<file path="config.mk">
export PLATFORM = sky130hd
export DESIGN_NAME = ttacl_pipe_ctrl
export DESIGN_NICKNAME = d
export VERILOG_FILES = /design/src/rtl/ttacl_pkg.sv /design/src/rtl/ttacl_pipe_ctrl.sv
export SDC_FILE = /design/constraint.sdc
export NUM_CORES = 1
export LEC_CHECK = 0
export ABC_CLOCK_PERIOD_IN_PS = 1000
export BUFFER_PORTS_ARGS = -buffer_cell sky130_fd_sc_hd__buf_2
export CAP_MARGIN = 10
export CORE_AREA = 2 2 39 41
export CTS_BUF_LIST = sky130_fd_sc_hd__clkbuf_8
export DETAILED_ROUTE_END_ITERATION = 6
export DIE_AREA = 0 0 41 43
export RECOVER_POWER = 100
export SYNTH_ARGS = -nofsm -noshare
export SYNTH_HDL_FRONTEND = slang
export SYNTH_SLANG_ARGS = --single-unit
export TNS_END_PERCENT = 20
</file>
<file path="constraint.sdc">
create_clock -name i_clk -period 1 [get_ports i_clk]
set_input_delay 0.1 -clock i_clk [delete_from_list [all_inputs] [get_ports i_clk]]
set_output_delay 0.1 -clock i_clk [all_outputs]
set_load 0.02 [all_outputs]
</file>
<file path="src/rtl/ttacl_pkg.sv">
`timescale 1ns / 1ps

package ttacl_pkg;

    // Field and register widths
    localparam int INCL_W      = 16;
    localparam int ANGLE_W     = 16;
    localparam int ARM_W       = 20;
    localparam int BASE_W      = 17;
    localparam int REST_W      = 20;
    localparam int LEN_W       = 21;
    localparam int SPOOL_W     = 22;
    localparam int NUM_TENDONS = 3;

    localparam int IN_TDATA_W    = 32;
    localparam int OUT_PAYLOAD_W = NUM_TENDONS * (LEN_W + SPOOL_W);
    localparam int OUT_TDATA_W   = ((OUT_PAYLOAD_W + 7) / 8) * 8;
    localparam int OUT_PAD_W     = OUT_TDATA_W - OUT_PAYLOAD_W;

    // Configuration port
    localparam int CFG_IDX_W  = 2;
    localparam int CFG_DATA_W = 20;
    localparam logic [CFG_IDX_W-1:0] CFG_ARM_LENGTH  = 2'd0;
    localparam logic [CFG_IDX_W-1:0] CFG_BASE_OFFSET = 2'd1;
    localparam logic [CFG_IDX_W-1:0] CFG_REST_LENGTH = 2'd2;

    localparam logic [ARM_W-1:0]  ARM_LENGTH_RST  = 20'd200000;
    localparam logic [BASE_W-1:0] BASE_OFFSET_RST = 17'd35000;
    localparam logic [REST_W-1:0] REST_LENGTH_RST = 20'd200000;

    // Angles in hundredths of a degree
    localparam int TURN_CD      = 36000;
    localparam int HALF_TURN_CD = TURN_CD / 2;
    localparam int TENDON_OFFSET_CD [NUM_TENDONS] = '{9000, 21000, 33000};

    // Cosine table: quarter wave, DEPTH+1 entries, Q0.15 magnitudes
    localparam int COS_TABLE_DEPTH = 1024;
    localparam int COS_STEPS       = 4 * COS_TABLE_DEPTH;
    localparam int IDX_W           = $clog2(COS_STEPS);
    localparam int Q_W             = $clog2(COS_STEPS + 1);
    localparam int R_W             = $clog2(COS_TABLE_DEPTH);
    localparam int ADDR_W          = $clog2(COS_TABLE_DEPTH + 1);
    localparam int COS_W           = 15;

    // Phase to table step: floor((phase*STEPS + TURN/2) / TURN)
    localparam longint PH_NUM_MAX = longint'(TURN_CD - 1) * longint'(COS_STEPS)
                                    + longint'(HALF_TURN_CD);
    localparam int     NUM_W      = $clog2(PH_NUM_MAX + 1);
    localparam longint PH_RECIP   = (longint'(1) <<< NUM_W) / TURN_CD;
    localparam int     PH_PROD_W  = NUM_W + Q_W;

    // Bend term: round(mag * PI_Q30 / (SCALE_DIV * 2^30)),
    // SCALE_DIV = 18000 * 2^15 = SCALE_ODD * 2^SCALE_POW
    localparam longint unsigned PI_Q30      = 64'd3373259426;
    localparam longint unsigned HALF_PI_Q30 = 64'd1686629713;
    localparam longint unsigned ONE_Q30     = 64'd1073741824;
    localparam int PI_W        = 32;
    localparam int SCALE_ODD   = 1125;
    localparam int SCALE_POW   = 19;
    localparam int BEND_SHIFT  = SCALE_POW + 30;

    localparam int IB_W       = INCL_W + BASE_W;
    localparam int MAG_W      = IB_W + COS_W;
    localparam int SPLIT      = MAG_W / 2;
    localparam int HI_W       = MAG_W - SPLIT;
    localparam int PART_W     = HI_W + PI_W;
    localparam int T_W        = 80;
    localparam int U_W        = T_W - BEND_SHIFT;
    localparam int BEND_W     = 21;
    localparam int BPROD_W    = U_W + BEND_W;
    localparam longint BEND_RECIP = (longint'(1) <<< U_W) / SCALE_ODD;
    localparam logic [T_W-1:0] BEND_RND = T_W'(SCALE_ODD) << (BEND_SHIFT - 1);

    localparam int LEN_CALC_W = LEN_W + 2;

    // Pipeline stages
    localparam int ST_IN       = 0;
    localparam int ST_NUM      = 1;
    localparam int ST_QEST     = 2;
    localparam int ST_IDX      = 3;
    localparam int ST_COS      = 4;
    localparam int ST_MAG      = 5;
    localparam int ST_PART     = 6;
    localparam int ST_SUM      = 7;
    localparam int ST_BEST     = 8;
    localparam int ST_BEND     = 9;
    localparam int ST_OUT      = 10;
    localparam int NUM_STAGES  = 11;

    typedef struct packed {
        logic [NUM_STAGES-1:0] adv;
    } t_pipe_ctl;

    typedef logic [COS_W-1:0] t_cos_rom [0:COS_TABLE_DEPTH];

    // Quarter-wave cosine table, built at elaboration with a Q30 Taylor series
    // of thirteen terms; term n is divided by (2n-1)*(2n)
    function automatic t_cos_rom build_cos_rom();
        t_cos_rom          rom;
        longint unsigned   x;
        longint unsigned   x2;
        longint unsigned   term;
        longint unsigned   e;
        longint            sum;
        int                k;
        for (k = 0; k <= COS_TABLE_DEPTH; k++) begin
            x    = (longint'(k) * HALF_PI_Q30) / COS_TABLE_DEPTH;
            x2   = (x * x) >> 30;
            term = ONE_Q30;
            sum  = longint'(ONE_Q30);
            term = ((term * x2) >> 30) / 64'd2;
            sum  = sum - longint'(term);
            term = ((term * x2) >> 30) / 64'd12;
            sum  = sum + longint'(term);
            term = ((term * x2) >> 30) / 64'd30;
            sum  = sum - longint'(term);
            term = ((term * x2) >> 30) / 64'd56;
            sum  = sum + longint'(term);
            term = ((term * x2) >> 30) / 64'd90;
            sum  = sum - longint'(term);
            term = ((term * x2) >> 30) / 64'd132;
            sum  = sum + longint'(term);
            term = ((term * x2) >> 30) / 64'd182;
            sum  = sum - longint'(term);
            term = ((term * x2) >> 30) / 64'd240;
            sum  = sum + longint'(term);
            term = ((term * x2) >> 30) / 64'd306;
            sum  = sum - longint'(term);
            term = ((term * x2) >> 30) / 64'd380;
            sum  = sum + longint'(term);
            term = ((term * x2) >> 30) / 64'd462;
            sum  = sum - longint'(term);
            term = ((term * x2) >> 30) / 64'd552;
            sum  = sum + longint'(term);
            if (sum < 0) begin
                sum = 0;
            end
            e = ((longint'(sum) * 64'd32768) + (ONE_Q30 >> 1)) >> 30;
            if (e > 64'd32767) begin
                e = 64'd32767;
            end
            rom[k] = COS_W'(e);
        end
        return rom;
    endfunction

endpackage

</file>
<file path="src/rtl/ttacl_pipe_ctrl.sv">
`timescale 1ns / 1ps

module ttacl_pipe_ctrl
    import ttacl_pkg::*;
(
    input  logic      i_clk,
    input  logic      i_rst_n,
    input  logic      i_in_valid,
    input  logic      i_out_ready,
    output logic      o_in_ready,
    output logic      o_out_valid,
    output t_pipe_ctl o_ctl
);

    logic [NUM_STAGES-1:0] r_valid;
    logic [NUM_STAGES-1:0] n_valid;
    logic [NUM_STAGES-1:0] adv;
    logic [NUM_STAGES-1:0] shifted;

    // A stage moves when it is empty or the stage after it moves
    always_comb begin
        adv[NUM_STAGES-1] = !r_valid[NUM_STAGES-1] || i_out_ready;
        for (int k = NUM_STAGES - 2; k >= 0; k--) begin
            adv[k] = !r_valid[k] || adv[k+1];
        end
    end

    assign shifted = {r_valid[NUM_STAGES-2:0], i_in_valid};
    assign n_valid = (adv & shifted) | (~adv & r_valid);

    always_ff @(posedge i_clk) begin
        if (!i_rst_n) begin
            r_valid <= '0;
        end else begin
            r_valid <= n_valid;
        end
    end

    assign o_in_ready  = adv[ST_IN];
    assign o_out_valid = r_valid[ST_OUT];
    assign o_ctl.adv   = adv;

endmodule

</file>
==> results.py, run 1 <==
metrics = {
    "outcome": {
        "status": "finished, violations left",
        "violations": "negative setup slack",
    },
    "grt": {
        "grt_antenna_before_repair": 0,
        "grt_pass1_vias": 413,
        "use_met3_pct": 9.424,
        "grt_max_degree": 15,
        "grt_usage_pct": 14.60,
        "met2_usage_pct": 21.56,
        "busiest_layer": "met2",
        "grt_pass1_wl_um": 1669,
        "grt-ovfl-total": 0,
        "grtUsageMet1_pct": 15.91,
    },
    "timing": {
        "finClkSkew_ns": 0.001764,
        "worst_slack_ns": -0.3748,
        "grt_setup_unrepaired": "yes",
        "tns_ns": -4.089,
        "finalCritPeriodShare_pct": 137.5,
        "max_slew_margin_pct": 82.54,
        "setup_viol": 18,
        "tightest_slew_ns": 0.2600,
        "slew_viol_final": 0,
        "fmax_ghz": 0.7274,
        "period_needed_ns": 1.375,
        "hold_viol_final": 0,
    },
    "worst_hold_path": {
        "min-delay-start": "i_in_valid",
        "hold_depth": 2,
        "hp-class": "in -> reg",
    },
    "clocking": {
        "cts_tree": "yes",
        "clock-sinks": 11,
        "clock_latency_ns": 0.23,
        "cts-htree-levels": 1,
        "cts_root_buf": "clkbuf_8",
        "clkTransAtPathRegs_ns": 0.05,
        "cts.path.max_buffers": 2,
        "cts_buffers": 3,
    },
    "finish": {
        "syn_to_final_growth_pct": 63.35,
        "drive_gt1_share_pct": 55.29,
        "fin_nets": 90,
        "most-common-layout-cells": "14 x buf_4, 11 x buf_2, 9 x nand2_1",
        "layout_commonest_cell": "buf_4",
        "design_area_um2": 780.7,
        "antenna_cells": 0,
    },
    "setup_path": {
        "end_kind": "primary output",
        "arrival_ns": 1.27,
        "crit_path_max_fanout": 7,
        "critPathRequiredTime_ns": 0.90,
        "reg2reg_slack_ns": -0.11,
        "critPathKind": "reg -> out",
        "ff2ff_path_depth": 4,
        "startpoint_type": "flop",
    },
    "power_and_ir_drop": {
        "p_clk_share_pct": 47.3,
        "internal-power_mw": 0.7261,
        "seqPwrFrac_pct": 49.8,
        "powerDensity_nw_per_um2": 1155,
        "power_mw": 0.9018,
        "combPwrFrac_pct": 2.9,
        "swShare_pct": 19.49,
        "ir_worst_vdd_v": 0.001077,
        "power.switching_mw": 0.1757,
        "p_leak_nw": 0.3257,
    },
    "logic_synthesis": {
        "syn_area_um2": 478.0,
        "syn-instance-count": 54,
        "synth_cell_types": 20,
        "ys_seq_area_share_pct": 46.07,
        "ys_ff_latch": 11,
        "yosysWarnings": 0,
        "syn_area_per_cell_um2": 8.851,
        "syn_nets": 58,
    },
    "flow_run": {
        "maxCapViolCount": 0,
    },
    "place": {
        "place_area_um2": 661.9,
        "routabilityCongestion": 0.7293,
        "dp_hpwl_um": 754.6,
        "portBuffers": 16,
        "post-place-ws_ns": -0.1497,
    },
    "detailed_routing": {
        "drt_wl_total_um": 1113,
        "via_per_inst": 4.644,
        "vias": 469,
        "drtIter0Drc": 9,
        "first_pass_iters": 4,
        "routedWlPerCell_um": 11.02,
        "ant_nets": 0,
        "post-route-drc-count": 0,
    },
    "floorplan": {
        "core.rowCount": 14,
        "io_pins": 17,
        "die_x_um": 41,
        "fp.dieH_um": 43,
        "dieArea_um2": 1763,
        "start_util_pct": 34.54,
        "core-area_um2": 1384,
    },
}
## power groups by stage
stage	Combinational [mW]	Clock, mW	Sequential (mW)
after floorplan	0.0152	0	0.456
after global placement	0.0258	0	0.457
after detailed placement	0.0257	0	0.457
after CTS	0.0258	0.440	0.449
after global routing	0.0289	0.476	0.449
final	0.0260	0.427	0.449
## how the worst max path moves through the flow
stage | startpoint | to
floorplan | flop | flop
global placement | flop | o_in_ready
detailed placement | flop | o_ctl[0]
CTS | flop | o_ctl[4]
global route | flop | o_ctl[3]
finish | flop | o_ctl[0]
## worst max-delay path: stages (launching register included)
cell      delay, ns
dfxtp_2        0.35
nand4b_4       0.16
buf_6          0.17
nor2_4         0.12
nand3_4        0.08
buf_4          0.16
## repair_timing
item                                    4_1_cts  5_1_grt
gates resized for setup                      11        7
setup buffers                                 2        2
gates cloned                                  0        0
endpoints found under the setup margin       18       21
pin swaps                                     1        3
hold buffers                                  0        0
## Yosys cell counts
library cell / number / area (um^2)
o21a_1: 4 / 30.03
dfxtp_1: 11 / 220.2
buf_4: 1 / 7.510
a22o_1: 1 / 8.760
inv_1: 7 / 26.28
and4_1: 1 / 8.760
o31ai_1: 2 / 15.01
nor3_1: 2 / 10.01
or3_4: 1 / 11.26
clkbuf_1: 1 / 3.750
or2_2: 1 / 6.260
a21boi_0: 2 / 15.01
nand4b_4: 1 / 23.77
nor2_1: 2 / 7.510
nor2b_1: 2 / 12.51
a21oi_1: 1 / 5.000
and3_1: 1 / 6.260
nand2_1: 9 / 33.78
nand3_1: 3 / 15.01
a21boi_2: 1 / 11.26
## metal layers
metal | vias up | wire (um) | share of wire, %
met5 | - | 0 | 0
met4 | 0 | 17 | 1.5
met3 | 2 | 70 | 6.3
met2 | 12 | 558 | 50
met1 | 215 | 467 | 42
li1 | 240 | - | -
## logic make-up after synthesis
logic type | share of synthesized area (%)
buf+inv | 7.854
simple gates | 28.27
compound gates | 17.80
flops | 46.07
## cell type report
type	count	area, um^2
clock buffer	3	41.29
sequential	11	229.0
inverter	7	26.28
fill	128	603.1
tap	16	20.02
multi-input combinational	34	259.0
clock inverter	1	3.754
timing repair buffer	29	201.4
## stage by stage
step,util (%),hold WS (ns),std cells
2_1_floorplan,-,0.2326,54
3_3_place_gp,47.83,0.3222,93
3_5_place_dp,47.83,0.3262,93
4_1_cts,54.25,0.08134,99
5_1_grt,56.42,0.08722,101
6_report,56.42,0.08233,101
Power figures use the tool's default switching activity.
==> run 2: changes to the inputs <==
Settings changed: ABC_AREA from default to 1.
==> run 2 against run 1 <==
Compared with the run above: the flow still finishes with violations (negative setup slack); die area unchanged; clock skew up 0.0019 ns; largest cell class is now flip-flops and latches; synthesized cell count down 7.4%; via count down 13%; sequential share of layout area up 2.0 points.
==> results.py, run 2 <==
metrics = {
    "setup_path": {
        "path_cells": "nand4_4 -> nor2_4 -> nand4_4 -> nor2_8 -> nand4_4 -> buf_6",
        "slowest_stage": "dfxtp_2",
        "reg2reg_slack_ns": -0.25,
        "cpPeakStageDelay_ns": 0.35,
        "ff2ff_path_depth": 8,
        "critPathKind": "reg -> out",
        "startpoint_type": "flop",
        "crit_path_max_fanout": 5,
        "cpMostUsedCell": "nand4_4",
        "end_kind": "primary output",
        "critPathRequiredTime_ns": 0.90,
        "arrival_ns": 1.37,
    },
    "logic_synthesis": {
        "syn_nets": 54,
        "synth_top_flop_cell": "dfxtp_1",
        "syn_area_um2": 480.5,
        "syn-instance-count": 50,
        "ys_seq_area_share_pct": 45.83,
        "synth.area.top_cells": "dfxtp_1 46%, nand4_4 13%, inv_1 10%",
        "synth_common_cells": "13 x inv_1, 11 x dfxtp_1, 6 x a21oi_1",
        "ys_ff_latch": 11,
        "syn_area_per_cell_um2": 9.609,
        "yosysWarnings": 0,
        "synth_cell_types": 14,
        "synth_edf_count": 0,
        "synth_top_cell_area_share_pct": 45.83,
        "yosysTopAreaCell": "dfxtp_1",
        "synth.most_common_cell": "inv_1",
        "synthArstFlopShare_pct": 0,
    },
    "detailed_routing": {
        "met1_length_um": 366,
        "wl_met3_um": 59,
        "routedWlPerCell_um": 9.853,
        "vias": 410,
        "top_layer_used": "met4",
        "drt_wl_total_um": 936,
        "post-route-drc-count": 0,
        "drtIter0Drc": 2,
        "ant_nets": 0,
        "via_per_inst": 4.316,
        "first_pass_iters": 4,
        "wl_met2_um": 489,
    },
    "timing": {
        "grt_setup_unrepaired": "yes",
        "finClkSkew_ns": 0.003644,
        "slew_viol_final": 0,
        "finalCritPeriodShare_pct": 147.0,
        "hold_ws_ns": 0.1192,
        "fmax_ghz": 0.6802,
        "tightest_slew_ns": 0.3899,
        "worst_slack_ns": -0.4702,
        "hold_viol_final": 0,
        "max_slew_margin_pct": 73.98,
        "setup_viol": 17,
        "period_needed_ns": 1.470,
    },
    "floorplan": {
        "io_pins": 17,
        "start_util_pct": 34.72,
        "fp.dieH_um": 43,
        "core.rowCount": 14,
        "die_x_um": 41,
        "core-area_um2": 1384,
        "dieArea_um2": 1763,
    },
    "grt": {
        "grt_antenna_before_repair": 0,
        "grt_usage_pct": 13.48,
        "grt_max_degree": 12,
        "grt_pass1_wl_um": 1573,
        "grt_pass1_vias": 384,
        "grt-ovfl-total": 0,
    },
    "finish": {
        "antenna_cells": 0,
        "seq_area_um2": 226.5,
        "layout_commonest_cell": "inv_1",
        "fin_nets": 84,
        "num-fill-cells": 139,
        "syn_to_final_growth_pct": 50.52,
        "final_cells": 95,
        "most-common-layout-cells": "14 x inv_1, 12 x buf_4, 10 x buf_2",
        "drive_gt1_share_pct": 53.16,
        "multiInputGateArea_um2": 200.2,
    },
    "clocking": {
        "clock_latency_ns": 0.23,
        "cts.path.max_buffers": 2,
        "clock-sinks": 11,
        "cts-htree-levels": 1,
        "cts_buffers": 3,
        "clkTransAtPathRegs_ns": 0.05,
        "cts_tree": "yes",
        "cts_root_buf": "clkbuf_8",
        "cts_hold_buffers": 0,
    },
    "power_and_ir_drop": {
        "p_leak_nw": 0.3359,
        "ir_worst_vdd_v": 0.0009799,
        "powerDensity_nw_per_um2": 1254,
    },
    "outcome": {
        "status": "finished, violations left",
        "violations": "negative setup slack",
    },
    "worst_hold_path": {
        "min-delay-start": "i_in_valid",
        "hp-class": "in -> reg",
        "hold_depth": 3,
    },
    "place": {
        "dp_hpwl_um": 689.8,
        "placed_cells": 87,
        "routabilityCongestion": 0.6369,
        "portBuffers": 16,
    },
    "flow_run": {
        "maxCapViolCount": 0,
    },
}
-- run 2: routing by layer --
metal	GRT usage, %	up-vias
met5	0	-
met4	8.000	0
met3	5.236	2
met2	21.25	12
met1	14.24	186
li1	-	210
-- run 2: cell families (layout without fill, tap and decap cells) --
kind of cell / after synthesis / after routing / share of synthesized area [%]
buf+inv: 15 / 44 / 12.50
flops: 11 / 11 / 45.83
compound gates: 9 / 9 / 11.72
simple gates: 15 / 15 / 29.95
-- run 2: how the worst max path moves through the flow --
stage,start,to,slack (ns),cells after the start
after floorplan,flop,o_ctl[0],-0.54,6
after global placement,flop,o_ctl[0],-0.29,6
after detailed placement,flop,o_ctl[0],-0.33,6
after CTS,flop,o_ctl[0],-0.47,6
after global routing,flop,o_in_ready,-0.55,6
final,flop,o_in_ready,-0.47,6
-- run 2: critical path, delay by kind of cell (launching register included) --
family                 cells  cell delay [ns]
buffers and inverters      1             0.16
DFF                        1             0.35
and+or+nand+nor            5             0.64
-- run 2: where the power goes --
group          total, mW  switching (mW)  internal, mW
clock              0.427           0.158         0.269
sequential         0.450         0.00733         0.443
combinational     0.0301          0.0178        0.0123
-- run 2: repair_timing --
item                                    4_1_cts  5_1_grt
resized for setup                             8        0
endpoints found under the setup margin       18       18
pin swaps                                     2        0
buffers inserted                              2        2
-- run 2: area by class of cell --
| type | instances | share of cell area, % |
|---|---|---|
| multi-input cells | 24 | 27.68 |
| clock buffers | 3 | 5.709 |
| well taps | 16 | 2.768 |
| repair buffers | 27 | 25.26 |
| inverters | 13 | 6.747 |
| flip-flops and latches | 11 | 31.31 |
| clock inverters | 1 | 0.5190 |
-- run 2: stage by stage --
step	utilization, %	worst slack (ns)	total power, mW	TNS [ns]	cell area (um^2)
finish	52.26	-0.4702	0.9069	-4.429	723.2
floorplan	-	-0.5413	0.4770	-4.156	489.2
global placement	45.30	-0.2902	0.4893	-2.514	626.9
CTS	51.27	-0.4692	0.9146	-4.221	709.4
detailed placement	45.30	-0.3323	0.4899	-3.111	626.9
global route	52.26	-0.5479	0.9463	-5.761	723.2
==> run 3: changes to the inputs <==
Settings changed: RECOVER_POWER 100 to default.
==> run 3 against run 2 <==
Compared with the run above: the run still ends with negative setup slack left; count of clock-buffer cells in the layout did not move; register-to-register slack barely moved; fmax did not move; utilization rose by 0.090 points; worst setup slack did not move; sequential power barely moved; clock skew did not move; sequential share of layout area fell by 0.054 points; largest power group unchanged; highest routed layer unchanged.
==> results.py, run 3 (same netlist as run 2, synthesis figures left out) <==
metrics = {
    "detailed_routing": {
        "vias": 410,
        "drt_wl_total_um": 933,
        "via_per_inst": 4.316,
        "routedWlPerCell_um": 9.821,
        "first_pass_iters": 4,
        "post-route-drc-count": 0,
        "drtIter0Drc": 2,
        "ant_nets": 0,
    },
    "floorplan": {
        "die_x_um": 41,
        "core-area_um2": 1384,
        "fp.dieH_um": 43,
        "core.rowCount": 14,
        "io_pins": 17,
        "start_util_pct": 34.72,
        "dieArea_um2": 1763,
    },
    "worst_hold_path": {
        "hold_depth": 3,
        "min-delay-start": "i_in_valid",
        "hp-class": "in -> reg",
    },
    "finish": {
        "final_cells": 95,
        "most-common-layout-cells": "14 x inv_1, 12 x buf_2, 12 x buf_4",
        "fin_nets": 84,
        "drive_gt1_share_pct": 54.43,
        "antenna_cells": 0,
        "syn_to_final_growth_pct": 50.78,
        "layout_commonest_cell": "inv_1",
    },
    "timing": {
        "fmax_ghz": 0.6802,
        "setup_viol": 17,
        "worst_slack_ns": -0.4702,
        "hold_viol_final": 0,
        "slew_viol_final": 0,
        "finClkSkew_ns": 0.003644,
        "finalCritPeriodShare_pct": 147.0,
        "tns_ns": -4.429,
        "tightest_slew_ns": 0.3899,
        "grt_setup_unrepaired": "yes",
        "period_needed_ns": 1.470,
        "max_slew_margin_pct": 73.98,
    },
    "outcome": {
        "violations": "negative setup slack",
        "status": "finished, violations left",
    },
    "grt": {
        "grt_usage_pct": 13.48,
        "grt_pass1_vias": 384,
        "grt-ovfl-total": 0,
        "grt_antenna_before_repair": 0,
        "grt_pass1_wl_um": 1573,
        "grt_max_degree": 12,
    },
    "flow_run": {
        "maxCapViolCount": 0,
    },
    "setup_path": {
        "arrival_ns": 1.37,
        "critPathKind": "reg -> out",
        "critPathRequiredTime_ns": 0.90,
        "startpoint_type": "flop",
        "reg2reg_slack_ns": -0.25,
        "end_kind": "primary output",
        "crit_path_max_fanout": 5,
        "ff2ff_path_depth": 8,
    },
    "clocking": {
        "cts_buffers": 3,
        "clock_latency_ns": 0.23,
        "cts-htree-levels": 1,
        "cts_tree": "yes",
        "cts_root_buf": "clkbuf_8",
        "cts.path.max_buffers": 2,
        "clock-sinks": 11,
        "clkTransAtPathRegs_ns": 0.05,
    },
    "power_and_ir_drop": {
        "powerDensity_nw_per_um2": 1252,
        "ir_worst_vdd_v": 0.0009799,
        "p_leak_nw": 0.3389,
    },
    "place": {
        "dp_hpwl_um": 689.8,
        "post-place-ws_ns": -0.3323,
        "routabilityCongestion": 0.6369,
        "portBuffers": 16,
        "placed_cells": 87,
    },
}
[run 3: worst max-delay path by stage]
stage	end	cells after the start	slack, ns
floorplan	o_ctl[0]	6	-0.54
global placement	o_ctl[0]	6	-0.29
detailed placement	o_ctl[0]	6	-0.33
CTS	o_ctl[0]	6	-0.47
global route	o_in_ready	6	-0.55
finish	o_in_ready	6	-0.47
[run 3: layout make-up]
class	count	area [um^2]
clock buffer	3	41.29
multi-input combinational	24	200.2
sequential	11	226.5
inverter	13	48.80
fill	139	659.4
tap	16	20.02
clock inverter	1	3.754
timing repair buffer	27	183.9
[run 3: power by group]
group | internal, mW | leakage, nW | switching, mW | total (mW)
combinational | 0.0123 | 0.221 | 0.0178 | 0.0301
sequential | 0.443 | 0.0910 | 0.00733 | 0.450
clock | 0.269 | 0.0269 | 0.158 | 0.427
[run 3: metal layers]
layer | share of wire, % | track usage [%] | vias to the layer above
met2 | 52 | 21.25 | 12
met5 | 0 | 0 | -
met1 | 39 | 14.24 | 186
li1 | - | - | 210
met3 | 6.3 | 5.236 | 2
met4 | 2.0 | 8.000 | 0
[run 3: what timing repair did]
action / 4_1_cts / 5_1_grt
buffers inserted: 2 / 2
endpoints found under the setup margin: 18 / 18
hold buffers: 0 / 0
resized for setup: 8 / 0
pin swaps: 2 / 0
[run 3: metrics by stage]
step / utilization (%) / hold WS (ns) / total power [mW] / instance area, um^2
2_1_floorplan: - / 0.2192 / 0.4770 / 489.2
3_3_place_gp: 45.30 / 0.3521 / 0.4893 / 626.9
3_5_place_dp: 45.30 / 0.3629 / 0.4899 / 626.9
4_1_cts: 51.27 / 0.1214 / 0.9146 / 709.4
5_1_grt: 52.35 / 0.1312 / 0.9463 / 724.4
6_report: 52.35 / 0.1192 / 0.9069 / 724.4
[run 3: worst max-delay path, stage by stage (launching register included)]
cell and delay (ns):
dfxtp_2 0.35, nand4_4 0.12, nor2_4 0.13, nand4_4 0.12
nor2_8 0.15, nand4_4 0.12, buf_6 0.16
